## src/rtl/phlm_pkg.sv

```systemverilog
// ----------------------------------------------------------------------------
// Peak-hold level meter package
// Zone codes, configuration register indexes and reset values shared by the
// level meter.
// ----------------------------------------------------------------------------
`default_nettype none

package phlm_pkg;

  typedef enum logic [1:0] {
    ZONE_NORMAL = 2'd0,
    ZONE_WARN   = 2'd1,
    ZONE_CRIT   = 2'd2
  } zone_e;

  typedef enum logic [2:0] {
    CFG_RANGE_LOW    = 3'd0,
    CFG_RANGE_HIGH   = 3'd1,
    CFG_WARN_LEVEL   = 3'd2,
    CFG_CRIT_LEVEL   = 3'd3,
    CFG_HYST_PERCENT = 3'd4,
    CFG_HOLD_TIME_MS = 3'd5,
    CFG_TRACKING_ON  = 3'd6
  } cfg_idx_e;

  localparam int RST_RANGE_LOW  = 0;
  localparam int RST_RANGE_HIGH = 10000;
  localparam int RST_WARN_LEVEL = 6500;
  localparam int RST_CRIT_LEVEL = 8500;

  localparam logic [6:0]  RST_HYST_PERCENT = 7'd0;
  localparam logic [15:0] RST_HOLD_TIME_MS = 16'd1000;

  // The decay step span * 15 / 1000 equals (span * 3 / 8) / 25.
  localparam int STEP_DEN = 25;

  localparam int HYST_SCALE = 100;

endpackage

`default_nettype wire

```

## src/rtl/peak_hold_level_meter.sv

```systemverilog
// ----------------------------------------------------------------------------
// Peak-hold level meter
// Clamps samples to the display range, tracks a three-zone state with
// hysteresis and holds and decays the peak on timer ticks.
// ----------------------------------------------------------------------------
// The meter accepts one word per clock cycle unless its input is stalled: a
// word is registered on entry and its result word is registered when the
// word advances to the output. While a result word waits at a stalled output,
// one more word can be taken into the input register before the input stalls.
// After reset and after every write to range_low or range_high the input is
// stalled while the decay step (span * 15 / 1000) is recomputed by a reciprocal
// multiplication; a write to warn_level, crit_level or hyst_percent stalls it
// while the zone is re-evaluated on the current value.
`default_nettype none

module peak_hold_level_meter #(
  parameter int unsigned TICK_MS    = 40,
  parameter int unsigned VALUE_BITS = 16,
  localparam int unsigned CfgW      = (VALUE_BITS > 16) ? VALUE_BITS : 16
) (
  input  wire                          clk_i,
  input  wire                          rst_ni,

  input  wire                          cfg_we_i,
  input  wire  [2:0]                   cfg_idx_i,
  input  wire  [CfgW-1:0]              cfg_wdata_i,

  input  wire                          in_valid_i,
  output logic                         in_stall_o,
  input  wire                          func_i,
  input  wire  signed [VALUE_BITS-1:0] sample_i,

  output logic                         out_valid_o,
  input  wire                          out_stall_i,
  output logic signed [VALUE_BITS-1:0] shown_value_o,
  output logic [1:0]                   zone_o,
  output logic signed [VALUE_BITS-1:0] peak_level_o,
  output logic [1:0]                   peak_zone_o,
  output logic                         holding_o,
  output logic                         decay_running_o
);

  localparam int VB    = VALUE_BITS;
  localparam int LvW   = VB + 1;
  localparam int DW    = VB + 2;
  localparam int PW    = VB + 9;
  localparam int SpW   = VB + 2;
  localparam int RecSh = VB + 4;
  localparam int QW    = VB - 5;

  localparam logic signed [PW-1:0] Hundred = PW'(phlm_pkg::HYST_SCALE);
  localparam logic signed [DW-1:0] VMaxD   = DW'({1'b0, {(VB-1){1'b1}}});
  localparam logic signed [DW-1:0] VMinD   = -VMaxD - DW'(1);
  localparam logic [15:0]          Tick16  = 16'(TICK_MS);
  localparam logic [VB-1:0]        StepRecip =
    VB'(((64'd1 << RecSh) + 64'(phlm_pkg::STEP_DEN) - 64'd1) /
        64'(phlm_pkg::STEP_DEN));

  function automatic logic [VB-1:0] mag_f(input logic signed [VB-1:0] x);
    return x[VB-1] ? (~x + VB'(1)) : x;
  endfunction

  function automatic logic signed [LvW-1:0] level_f(input logic bip,
                                                    input logic signed [VB-1:0] x);
    return bip ? {1'b0, mag_f(x)} : {x[VB-1], x};
  endfunction

  function automatic logic signed [VB-1:0] sat_f(input logic signed [DW-1:0] x);
    logic signed [VB-1:0] r;
    if (x > VMaxD) begin
      r = VMaxD[VB-1:0];
    end else if (x < VMinD) begin
      r = VMinD[VB-1:0];
    end else begin
      r = x[VB-1:0];
    end
    return r;
  endfunction

  // Configuration registers.
  logic signed [VB-1:0] lo_q, hi_q, warn_q, crit_q;
  logic [6:0]           hyst_q;
  logic [15:0]          hold_time_q;
  logic                 track_q;

  // Meter state.
  logic signed [VB-1:0] cur_q, cur_d, peak_q, peak_d;
  phlm_pkg::zone_e      zone_q, zone_d;
  logic [15:0]          hold_q, hold_d;
  logic                 decay_q, decay_d;
  logic                 rezone_q, rezone_d;

  // Input and result registers.
  logic                 s1_valid_q, s1_func_q;
  logic signed [VB-1:0] s1_sample_q;
  logic                 out_valid_q;
  logic signed [VB-1:0] out_value_q, out_peak_q;
  phlm_pkg::zone_e      out_zone_q, out_pzone_q;
  logic                 out_hold_q, out_decay_q;

  // Decay step.
  logic                 step_load_q;
  logic [VB-1:0]        step_q;

  logic busy, out_free, adv, in_acc, cfg_rezone, cfg_untrack, cfg_range;

  assign busy     = rezone_q || step_load_q;
  assign out_free = !out_valid_q || !out_stall_i;
  assign adv      = s1_valid_q && out_free && !busy;
  assign in_stall_o = busy || (s1_valid_q && !adv);
  assign in_acc   = in_valid_i && !in_stall_o;

  assign cfg_rezone = cfg_we_i &&
                      (cfg_idx_i == phlm_pkg::CFG_WARN_LEVEL ||
                       cfg_idx_i == phlm_pkg::CFG_CRIT_LEVEL ||
                       cfg_idx_i == phlm_pkg::CFG_HYST_PERCENT);
  assign cfg_untrack = cfg_we_i && (cfg_idx_i == phlm_pkg::CFG_TRACKING_ON) &&
                       track_q && !cfg_wdata_i[0];
  assign cfg_range = cfg_we_i && (cfg_idx_i == phlm_pkg::CFG_RANGE_LOW ||
                                  cfg_idx_i == phlm_pkg::CFG_RANGE_HIGH);

  // Range and thresholds.
  logic                  bipolar;
  logic signed [VB-1:0]  wlo, chi, clamp_v, zin;
  logic [VB-1:0]         mm;
  logic signed [PW-1:0]  lv100, wl100, ch100, h100, mm_s, hy_s;
  phlm_pkg::zone_e       zone_nx, pzone_nx;
  logic signed [LvW-1:0] lv_pk;

  assign bipolar = lo_q[VB-1] && !hi_q[VB-1] && (hi_q != '0);
  assign wlo     = (warn_q < crit_q) ? warn_q : crit_q;
  assign chi     = (warn_q < crit_q) ? crit_q : warn_q;
  assign mm      = (mag_f(lo_q) > mag_f(hi_q)) ? mag_f(lo_q) : mag_f(hi_q);

  always_comb begin
    clamp_v = s1_sample_q;
    if (clamp_v < lo_q) begin
      clamp_v = lo_q;
    end
    if (clamp_v > hi_q) begin
      clamp_v = hi_q;
    end
  end

  assign zin   = rezone_q ? cur_q : clamp_v;
  assign lv100 = PW'(level_f(bipolar, zin)) * Hundred;
  assign wl100 = PW'(wlo) * Hundred;
  assign ch100 = PW'(chi) * Hundred;
  assign mm_s  = PW'({1'b0, mm});
  assign hy_s  = PW'({1'b0, hyst_q});
  assign h100  = mm_s * hy_s;

  always_comb begin
    case (zone_q)
      phlm_pkg::ZONE_NORMAL: begin
        if (lv100 >= ch100) begin
          zone_nx = phlm_pkg::ZONE_CRIT;
        end else if (lv100 >= wl100) begin
          zone_nx = phlm_pkg::ZONE_WARN;
        end else begin
          zone_nx = phlm_pkg::ZONE_NORMAL;
        end
      end
      phlm_pkg::ZONE_WARN: begin
        if (lv100 >= ch100) begin
          zone_nx = phlm_pkg::ZONE_CRIT;
        end else if (lv100 < wl100 - h100) begin
          zone_nx = phlm_pkg::ZONE_NORMAL;
        end else begin
          zone_nx = phlm_pkg::ZONE_WARN;
        end
      end
      phlm_pkg::ZONE_CRIT: begin
        if (lv100 < ch100 - h100) begin
          zone_nx = (lv100 >= wl100) ? phlm_pkg::ZONE_WARN : phlm_pkg::ZONE_NORMAL;
        end else begin
          zone_nx = phlm_pkg::ZONE_CRIT;
        end
      end
      default: begin
        zone_nx = phlm_pkg::ZONE_NORMAL;
      end
    endcase
  end

  // One decay step of the peak toward the current value.
  logic signed [DW-1:0] cur_m, pk_b, dec_b, sv_b, step_s, pk_u, max_u;
  logic                 neg_b;
  logic signed [VB-1:0] decay_v;

  always_comb begin
    step_s = DW'({1'b0, step_q});
    cur_m  = DW'({1'b0, mag_f(cur_q)});
    pk_b   = DW'({1'b0, mag_f(peak_q)}) - step_s;
    dec_b  = (cur_m > pk_b) ? cur_m : pk_b;
    neg_b  = (cur_m >= dec_b) ? cur_q[VB-1] : peak_q[VB-1];
    sv_b   = neg_b ? -dec_b : dec_b;
    pk_u   = DW'(peak_q) - step_s;
    max_u  = (DW'(cur_q) > pk_u) ? DW'(cur_q) : pk_u;
    decay_v = bipolar ? sat_f(sv_b) : sat_f(max_u);
  end

  always_comb begin
    cur_d   = cur_q;
    peak_d  = peak_q;
    zone_d  = zone_q;
    hold_d  = hold_q;
    decay_d = decay_q;
    if (rezone_q) begin
      zone_d = zone_nx;
    end else if (adv) begin
      if (!s1_func_q) begin
        cur_d  = clamp_v;
        zone_d = zone_nx;
        if (track_q) begin
          if (mag_f(clamp_v) > mag_f(peak_q)) begin
            peak_d = clamp_v;
            hold_d = hold_time_q;
          end
          decay_d = 1'b1;
        end
      end else if (decay_q) begin
        if (hold_q != '0) begin
          hold_d = (hold_q > Tick16) ? hold_q - Tick16 : '0;
        end else begin
          peak_d  = decay_v;
          decay_d = (level_f(bipolar, decay_v) != level_f(bipolar, cur_q));
        end
      end
    end
    if (cfg_untrack) begin
      decay_d = 1'b0;
      hold_d  = '0;
      peak_d  = cur_q;
    end
  end

  assign lv_pk = level_f(bipolar, peak_d);

  always_comb begin
    if (lv_pk >= LvW'(chi)) begin
      pzone_nx = phlm_pkg::ZONE_CRIT;
    end else if (lv_pk >= LvW'(wlo)) begin
      pzone_nx = phlm_pkg::ZONE_WARN;
    end else begin
      pzone_nx = phlm_pkg::ZONE_NORMAL;
    end
  end

  assign rezone_d = cfg_rezone;

  // Decay step: the span times three, shifted right by three, then divided
  // by 25 through a multiplication with the rounded-up reciprocal.
  logic signed [DW-1:0] span_s;
  logic [VB-1:0]        span_u;
  logic [SpW-1:0]       span3;
  logic [2*VB-2:0]      step_prod;
  logic [QW-1:0]        step_quo;
  logic [VB-1:0]        step_calc;

  assign span_s    = DW'(hi_q) - DW'(lo_q);
  assign span_u    = (span_s > DW'(0)) ? span_s[VB-1:0] : '0;
  assign span3     = SpW'(span_u) + SpW'({span_u, 1'b0});
  assign step_prod = span3[SpW-1:3] * StepRecip;
  assign step_quo  = step_prod[2*VB-2:RecSh];
  assign step_calc = (step_quo == '0) ? VB'(1) : VB'(step_quo);

  always_ff @(posedge clk_i or negedge rst_ni) begin
    if (!rst_ni) begin
      step_load_q <= 1'b1;
      step_q      <= VB'(1);
    end else begin
      step_load_q <= cfg_range;
      if (step_load_q) begin
        step_q <= step_calc;
      end
    end
  end

  always_ff @(posedge clk_i or negedge rst_ni) begin
    if (!rst_ni) begin
      lo_q        <= VB'(phlm_pkg::RST_RANGE_LOW);
      hi_q        <= VB'(phlm_pkg::RST_RANGE_HIGH);
      warn_q      <= VB'(phlm_pkg::RST_WARN_LEVEL);
      crit_q      <= VB'(phlm_pkg::RST_CRIT_LEVEL);
      hyst_q      <= phlm_pkg::RST_HYST_PERCENT;
      hold_time_q <= phlm_pkg::RST_HOLD_TIME_MS;
      track_q     <= 1'b1;
    end else if (cfg_we_i) begin
      case (cfg_idx_i)
        phlm_pkg::CFG_RANGE_LOW:    lo_q        <= cfg_wdata_i[VB-1:0];
        phlm_pkg::CFG_RANGE_HIGH:   hi_q        <= cfg_wdata_i[VB-1:0];
        phlm_pkg::CFG_WARN_LEVEL:   warn_q      <= cfg_wdata_i[VB-1:0];
        phlm_pkg::CFG_CRIT_LEVEL:   crit_q      <= cfg_wdata_i[VB-1:0];
        phlm_pkg::CFG_HYST_PERCENT: hyst_q      <= cfg_wdata_i[6:0];
        phlm_pkg::CFG_HOLD_TIME_MS: hold_time_q <= cfg_wdata_i[15:0];
        phlm_pkg::CFG_TRACKING_ON:  track_q     <= cfg_wdata_i[0];
        default: begin
        end
      endcase
    end
  end

  always_ff @(posedge clk_i or negedge rst_ni) begin
    if (!rst_ni) begin
      cur_q       <= '0;
      peak_q      <= '0;
      zone_q      <= phlm_pkg::ZONE_NORMAL;
      hold_q      <= '0;
      decay_q     <= 1'b0;
      rezone_q    <= 1'b0;
      s1_valid_q  <= 1'b0;
      out_valid_q <= 1'b0;
    end else begin
      cur_q       <= cur_d;
      peak_q      <= peak_d;
      zone_q      <= zone_d;
      hold_q      <= hold_d;
      decay_q     <= decay_d;
      rezone_q    <= rezone_d;
      s1_valid_q  <= in_acc || (s1_valid_q && !adv);
      out_valid_q <= adv || (out_valid_q && out_stall_i);
    end
  end

  always_ff @(posedge clk_i) begin
    if (in_acc) begin
      s1_func_q   <= func_i;
      s1_sample_q <= sample_i;
    end
    if (adv) begin
      out_value_q <= cur_d;
      out_zone_q  <= zone_d;
      out_peak_q  <= peak_d;
      out_pzone_q <= pzone_nx;
      out_hold_q  <= (hold_d != '0);
      out_decay_q <= decay_d;
    end
  end

  assign out_valid_o     = out_valid_q;
  assign shown_value_o   = out_value_q;
  assign zone_o          = out_zone_q;
  assign peak_level_o    = out_peak_q;
  assign peak_zone_o     = out_pzone_q;
  assign holding_o       = out_hold_q;
  assign decay_running_o = out_decay_q;

endmodule

`default_nettype wire
```

## config.mk

```make
export PLATFORM = sky130hd
export DESIGN_NAME = peak_hold_level_meter
export DESIGN_NICKNAME = d
export VERILOG_FILES = /design/src/rtl/phlm_pkg.sv /design/src/rtl/peak_hold_level_meter.sv
export SDC_FILE = /design/constraint.sdc
export NUM_CORES = 2
export LEC_CHECK = 0
export BUFFER_PORTS_ARGS = -buffer_cell sky130_fd_sc_hd__buf_2
export CORE_ASPECT_RATIO = 0.75
export CORE_UTILIZATION = 55
export DETAILED_ROUTE_END_ITERATION = 8
export HOLD_SLACK_MARGIN = 0.02
export PLACE_DENSITY = 0.8
export SYNTH_ARGS = -nofsm -noshare
export SYNTH_HDL_FRONTEND = slang
export SYNTH_SLANG_ARGS = --single-unit
```

## constraint.sdc

```tcl
create_clock -name clk_i -period 29.9 [get_ports clk_i]
set_input_delay 5.98 -clock clk_i [delete_from_list [all_inputs] [get_ports clk_i]]
set_output_delay 5.98 -clock clk_i [all_outputs]
set_load 0.005 [all_outputs]
```

After elaboration in Yosys (flattened, before gate mapping)
Cells that the tools add are included.
{"block": "totals", "regBits": 214, "output_inout_bits": 40}
{"block": "op_classes", "n_addsub": 16, "mul": 5, "n_lt_le_gt_ge": 20, "eq_ne": 9, "muxes": 66, "bitwise_logic": 8, "reduce_logical": 40}
{"operator": "$mux W16", "n": 40}
{"operator": "$add A16 B2 Y16 const B", "n": 8}
{"operator": "$not A16 Y16", "n": 8}
{"operator": "$mux W17", "n": 4}
{"operator": "$mux W18", "n": 3}
{"operator": "$ge A25 B24 Y1", "n": 2}
{"operator": "$lt A25 B25 Y1", "n": 2}
{"operator": "$sub A24 B24 Y25", "n": 2}
{"operator": "$gt A16 B16 Y1", "n": 3}
{"operator": "$reduce_bool A16 Y1", "n": 3}
{"operator": "$mul A16 B6 Y22 const B", "n": 2}
{"operator": "$gt A18 B16 Y1 const B", "n": 2}
{"operator": "$lt A18 B16 Y1 const B", "n": 2}
{"operator": "$ge A17 B16 Y1", "n": 2}
{"operator": "$sub A16 B16 Y17", "n": 2}
{"operator": "$lt A16 B16 Y1", "n": 2}
{"operator": "$mul A15 B13 Y28 const B", "n": 1}
{"operator": "$mul A16 B7 Y23", "n": 1}
{"operator": "$mul A17 B6 Y23 const B", "n": 1}
{"operator": "$add A16 B17 Y18", "n": 1}
{"operator": "$ge A17 B18 Y1", "n": 1}
{"operator": "$gt A16 B18 Y1", "n": 1}
{"operator": "$neg A18 Y18", "n": 1}
{"operator": "$sub A16 B17 Y18", "n": 1}
{"operator": "21 further kinds", "n": 69}

Longest topological paths before layout
{"block": "logic_depth", "ltp_word": 25, "mapped_depth": 74}

Worst setup path before layout
Ideal clock, no wire load.
{"block": "synth_path", "path_type": "input -> output", "from": "in out_stall_i", "to": "out in_stall_o", "t_arrival_ns": 6.690, "path_slack_ns": 17.230, "cell_stages": 5, "cell_sequence": "nand2_1 -> nand3_1 -> clkbuf_1 -> nand2_1 -> nand2_1"}
{"block": "synth_between", "elab_chain_cells": 7}
{"item": "from (decl)", "line_no": "peak_hold_level_meter.sv:34", "text": "input wire out_stall_i,"}
{"item": "$logic_not A1 Y1", "line_no": "peak_hold_level_meter.sv:108", "text": "assign out_free = !out_valid_q || !out_stall_i;"}
{"item": "$logic_or A1 B1 Y1", "line_no": "peak_hold_level_meter.sv:108"}
{"item": "$logic_and A1 B1 Y1 (2 in a row)", "line_no": "peak_hold_level_meter.sv:109", "text": "assign adv = s1_valid_q && out_free && !busy;"}
{"item": "$logic_not A1 Y1", "line_no": "peak_hold_level_meter.sv:110", "text": "assign in_stall_o = busy || (s1_valid_q && !adv);"}
{"item": "$logic_and A1 B1 Y1", "line_no": "peak_hold_level_meter.sv:110"}
{"item": "$logic_or A1 B1 Y1", "line_no": "peak_hold_level_meter.sv:110"}
{"item": "to (decl)", "line_no": "peak_hold_level_meter.sv:29", "text": "output logic in_stall_o,"}
Every way passes these cells.

Worst setup path after layout
{"block": "layout_path", "from": "reg peak_q[0]", "to": "reg out_pzone_q[0] (netlist: peak_zone_o[0]) (data pin)"}
{"block": "layout_between", "elab_chain_cells": 25, "elab_cells_between_ends": 38, "cone_classes": "add/sub (5); order compare (10); mux (21); bitwise (2)"}
{"item": "from (decl)", "line_no": "peak_hold_level_meter.sv:87", "text": "logic signed [VB-1:0] cur_q, cur_d, peak_q, peak_d;"}
{"item": "from (signal assigned)", "line_no": "peak_hold_level_meter.sv:316", "text": "peak_q <= peak_d;"}
{"item": "$not A16 Y16", "line_no": "peak_hold_level_meter.sv:60", "text": "return x[VB-1] ? (~x + VB'(1)) : x;"}
{"item": "$add A16 B2 Y16", "line_no": "peak_hold_level_meter.sv:60"}
{"item": "$mux W16", "line_no": "peak_hold_level_meter.sv:60"}
{"item": "$sub A16 B16 Y17", "line_no": "peak_hold_level_meter.sv:194", "text": "pk_b = DW'({1'b0, mag_f(peak_q)}) - step_s;"}
{"item": "$gt A17 B17 Y1", "line_no": "peak_hold_level_meter.sv:195", "text": "dec_b = (cur_m > pk_b) ? cur_m : pk_b;"}
{"item": "$mux W18", "line_no": "peak_hold_level_meter.sv:195"}
{"item": "$ge A17 B18 Y1", "line_no": "peak_hold_level_meter.sv:196", "text": "neg_b = (cur_m >= dec_b) ? cur_q[VB-1] : peak_q[VB-1];"}
{"item": "$mux W1", "line_no": "peak_hold_level_meter.sv:196"}
{"item": "(+10 left out)"}
{"item": "$mux W16 *", "line_no": "peak_hold_level_meter.sv:231", "text": "if (cfg_untrack) begin"}
{"item": "$not A16 Y16", "line_no": "peak_hold_level_meter.sv:60"}
{"item": "$add A16 B2 Y16", "line_no": "peak_hold_level_meter.sv:60"}
{"item": "$mux W16", "line_no": "peak_hold_level_meter.sv:60"}
{"item": "$mux W17 *", "line_no": "peak_hold_level_meter.sv:65", "text": "return bip ? {1'b0, mag_f(x)} : {x[VB-1], x};"}
{"item": "named net lv_pk[0]", "line_no": "peak_hold_level_meter.sv:128", "text": "logic signed [LvW-1:0] lv_pk;"}
{"item": "$ge A17 B16 Y1", "line_no": "peak_hold_level_meter.sv:243", "text": "end else if (lv_pk >= LvW'(wlo)) begin"}
{"item": "$mux W1", "line_no": "peak_hold_level_meter.sv:243"}
{"item": "to (signal assigned)", "line_no": "peak_hold_level_meter.sv:335", "text": "out_pzone_q <= pzone_nx;"}
{"item": "to (decl)", "line_no": "peak_hold_level_meter.sv:98", "text": "phlm_pkg::zone_e out_zone_q, out_pzone_q;"}
The timed path passes the listed nets; every way through them passes the cells marked *.
A chain may end at the register's enable or synchronous reset.

==> reports/results.ini <==
[sta]
worst_slew_pin_slew_ns=1.32
drv_slew=0
hold_violations=0
worst_clock_skew_ns=0.0237
whs_ns=0.505
slew_headroom_pct=12.1
fin_crit_sh_pct=49.3
rsz0062_at_grt=no
setup-tns-final_ns=0
fin_crit_ns=14.75
finalSetupViolations=0
max_freq_mhz=67.8

[detailed_routing]
routedWlPerCell_microns=21.0
drcViolationCount=3
drt_iter0_drc=3370
antenna_left=0
via_count=31276
via_per_inst=6.07
drt-pass1-iter-count=9
wirelength_microns=108000

[floorplan]
start_util_pct=56.1
io_pins=81
row_count=80
core-area_sq_mm=0.0642
die_w_microns=297
die-height_microns=224
dieArea_sq_mm=0.0665

[clock_tree]
cts-root-buf=clkbuf_16
cts_max_level=1
postCtsSetupBuffers=0
cts_buffer_depth=3
tritoncts=built
cts.sinks=209
ctsHoldBuffers=0
cts_buffers=26
clkLatencyLatePin_ns=0.58
path_clk_slew_ns=0.06
cts_resized=0

[setup_path]
worstSetupEndpointType=flop
worstRegToRegCells=63
critPathMostFrequentCell=a21oi_1
arrival_ns=15.17
cp_data_required_time_ns=30.32
slowest_stage=a21oi_4
critPathMaxFanout=22
slowest_delay_ns=0.66
r2r_end=peak_zone_o[0]$_SDFFCE_PP0P_
worstReg2RegStart=peak_q[0]$_DFF_PN0_
crit_path_start_kind=flop
r2r_slack_ns=15.15
crit_type=reg2reg

[logic_synthesis]
synth_seq_cells=209
yosysWarnings=0
synth_edf_count=55
syn-num-nets=5094
avgSynthCellArea_sq_um=8.52
synth_area_sq_mm=0.0360
synthDistinctLibCells=112
async_reset_ff_share_pct=73.7
synth_seq_area_share_pct=15.4
ys.flop_type=dfrtp_1
synthCells=4226

[placement]
gp_congestion=1.04
io_buffers=80
dp_hpwl_microns=88400

[finish]
area_growth_pct=6.08
layout-drive-gt1-share_pct=8.77
nNetsFinal=5135

[grt]
grt_pass1_wl_microns=170000
grt_start_max_net_pins=61
globalRouteTotalUtil_pct=32.5
grt_pass1_vias=30603
antenna_found_initial=3
overflow=0

[min_path]
hold_depth=1
min_from=hold_time_q[15]$_DFFE_PN0P_
hp-class=reg2reg
hold_path_end=hold_time_q[15]$_DFFE_PN0P_

[outcome]
failed_checks=design-rule violations
status=finished, violations left

[job]
max-cap-violations=0

cell usage after synthesis (12+ instances only):
| library cell | n | area share, % |
|---|---|---|
| inv_1 | 648 | 6.8 |
| xor2_1 | 90 | 2.2 |
| a21oi_1 | 251 | 3.5 |
| or3_1 | 24 | 0.42 |
| o21bai_1 | 52 | 1.1 |
| nor4_1 | 16 | 0.28 |
| o22ai_1 | 15 | 0.26 |
| mux2_2 | 110 | 3.4 |
| a21boi_0 | 12 | 0.25 |
| a221oi_1 | 13 | 0.32 |
| nor2b_1 | 63 | 1.1 |
| o31ai_1 | 22 | 0.46 |
| nand2_1 | 346 | 3.6 |
| and3_1 | 25 | 0.43 |
| fa_1 | 184 | 10 |
| mux2i_1 | 66 | 1.8 |
| or2_2 | 17 | 0.30 |
| a211oi_1 | 25 | 0.52 |
| nand3_1 | 67 | 0.93 |
| nand4_1 | 44 | 0.76 |
| dfstp_2 | 25 | 1.8 |
| o21a_1 | 46 | 0.96 |
| nor2_1 | 185 | 1.9 |
| o211ai_1 | 17 | 0.35 |
| nand2b_1 | 60 | 1.0 |
| o21ai_0 | 208 | 2.9 |
| dfrtp_1 | 129 | 9.0 |
| and2_1 | 45 | 0.78 |
| nor3_1 | 99 | 1.4 |
| nor3b_1 | 12 | 0.25 |
| ha_1 | 643 | 22 |
| a31oi_1 | 39 | 0.68 |
| edfxtp_1 | 55 | 4.6 |
| a21o_1 | 88 | 1.8 |
| clkbuf_1 | 80 | 0.83 |
| xnor2_1 | 203 | 4.9 |
through the flow:
stage | instances | area [sq um] | util [%] | setup slack, ns
after floorplan | 4226 | 36000 | - | 17.23
after global placement | 5100 | 37300 | 58.2 | 15.89
after detailed placement | 5100 | 37300 | 58.2 | 15.60
after CTS | 5148 | 38200 | 59.5 | 15.54
after global routing | 5148 | 38200 | 59.5 | 14.30
final | 5149 | 38200 | 59.5 | 15.15
critical path: cells and delay by family (launching register included):
family | cells | cell delay [ns]
adder cells (fa/ha/maj) | 7 | 2.14
AND/OR/NAND/NOR | 14 | 1.92
multiplexers | 1 | 0.47
XOR/XNOR | 2 | 0.56
AO/OA/AOI/OAI | 35 | 8.48
flip-flops | 1 | 0.43
buffers and inverters | 4 | 0.58
cells by family (layout without fill, tap and decap cells):
family / Yosys count / after routing / synth area share [%]
buffers and inverters: 750 / 811 / 7.96
XOR/XNOR: 301 / 301 / 7.54
flip-flops: 209 / 209 / 15.4
adder cells (fa/ha/maj): 830 / 830 / 32.7
AO/OA/AOI/OAI: 913 / 913 / 16.8
other: 0 / 1 / 0
AND/OR/NAND/NOR: 1046 / 1046 / 14.3
multiplexers: 177 / 177 / 5.31
flip-flops by register name, summed over array words and instances (netlist names), 2 cells and up:
signal         count
crit_q            16
cur_q             16
hi_q              16
hold_q            16
hold_time_q       16
lo_q              16
peak_level_o      16
peak_q            16
s1_sample_q       16
shown_value_o     16
warn_q            16
step_q            11
hyst_q             7
peak_zone_o        2
zone_o             2
zone_q             2
worst max-delay path by stage:
stage	startpoint	endpoint	slack, ns
after CTS	peak_q[0]$_DFF_PN0_	peak_zone_o[0]$_SDFFCE_PP0P_	15.54
final	peak_q[0]$_DFF_PN0_	peak_zone_o[0]$_SDFFCE_PP0P_	15.15
after global placement	peak_q[0]$_DFF_PN0_	peak_zone_o[0]$_SDFFCE_PP0P_	15.89
after floorplan	out_stall_i	in_stall_o	17.23
after global routing	peak_q[0]$_DFF_PN0_	peak_zone_o[0]$_SDFFCE_PP0P_	14.30
after detailed placement	peak_q[0]$_DFF_PN0_	peak_zone_o[0]$_SDFFCE_PP0P_	15.60
final cells by class:
class,count,area (sq um)
Antenna cell,1,2.50
Clock buffer,32,703
Tap cell,861,1080
Sequential cell,209,5540
Fill cell,5619,26000
Timing Repair Buffer,114,662
Multi-Input combinational cell,3267,27600
Clock inverter,16,133
Inverter,649,2440
placed cells by master, fill, tap and decap left out, types with 52 or more instances in the layout:
cell type	n
a21o_1	88
a21oi_1	250
buf_2	79
dfrtp_1	129
edfxtp_1	55
fa_1	184
ha_1	643
inv_1	647
mux2_2	110
mux2i_1	66
nand2_1	346
nand2b_1	60
nand3_1	67
nor2_1	185
nor2b_1	63
nor3_1	97
o21ai_0	208
o21bai_1	52
xnor2_1	203
xor2_1	90
metal layers:
metal	wire length, microns	vias to the layer above	global-route usage, %
li1	-	14702	-
met1	48200	14882	45.7
met2	44600	1449	48.8
met3	11600	241	7.88
met4	3860	2	10.8
met5	13	-	0
Power is not shown: default switching activity piles up to over one toggle a cycle in this logic, so the estimate is an artifact.
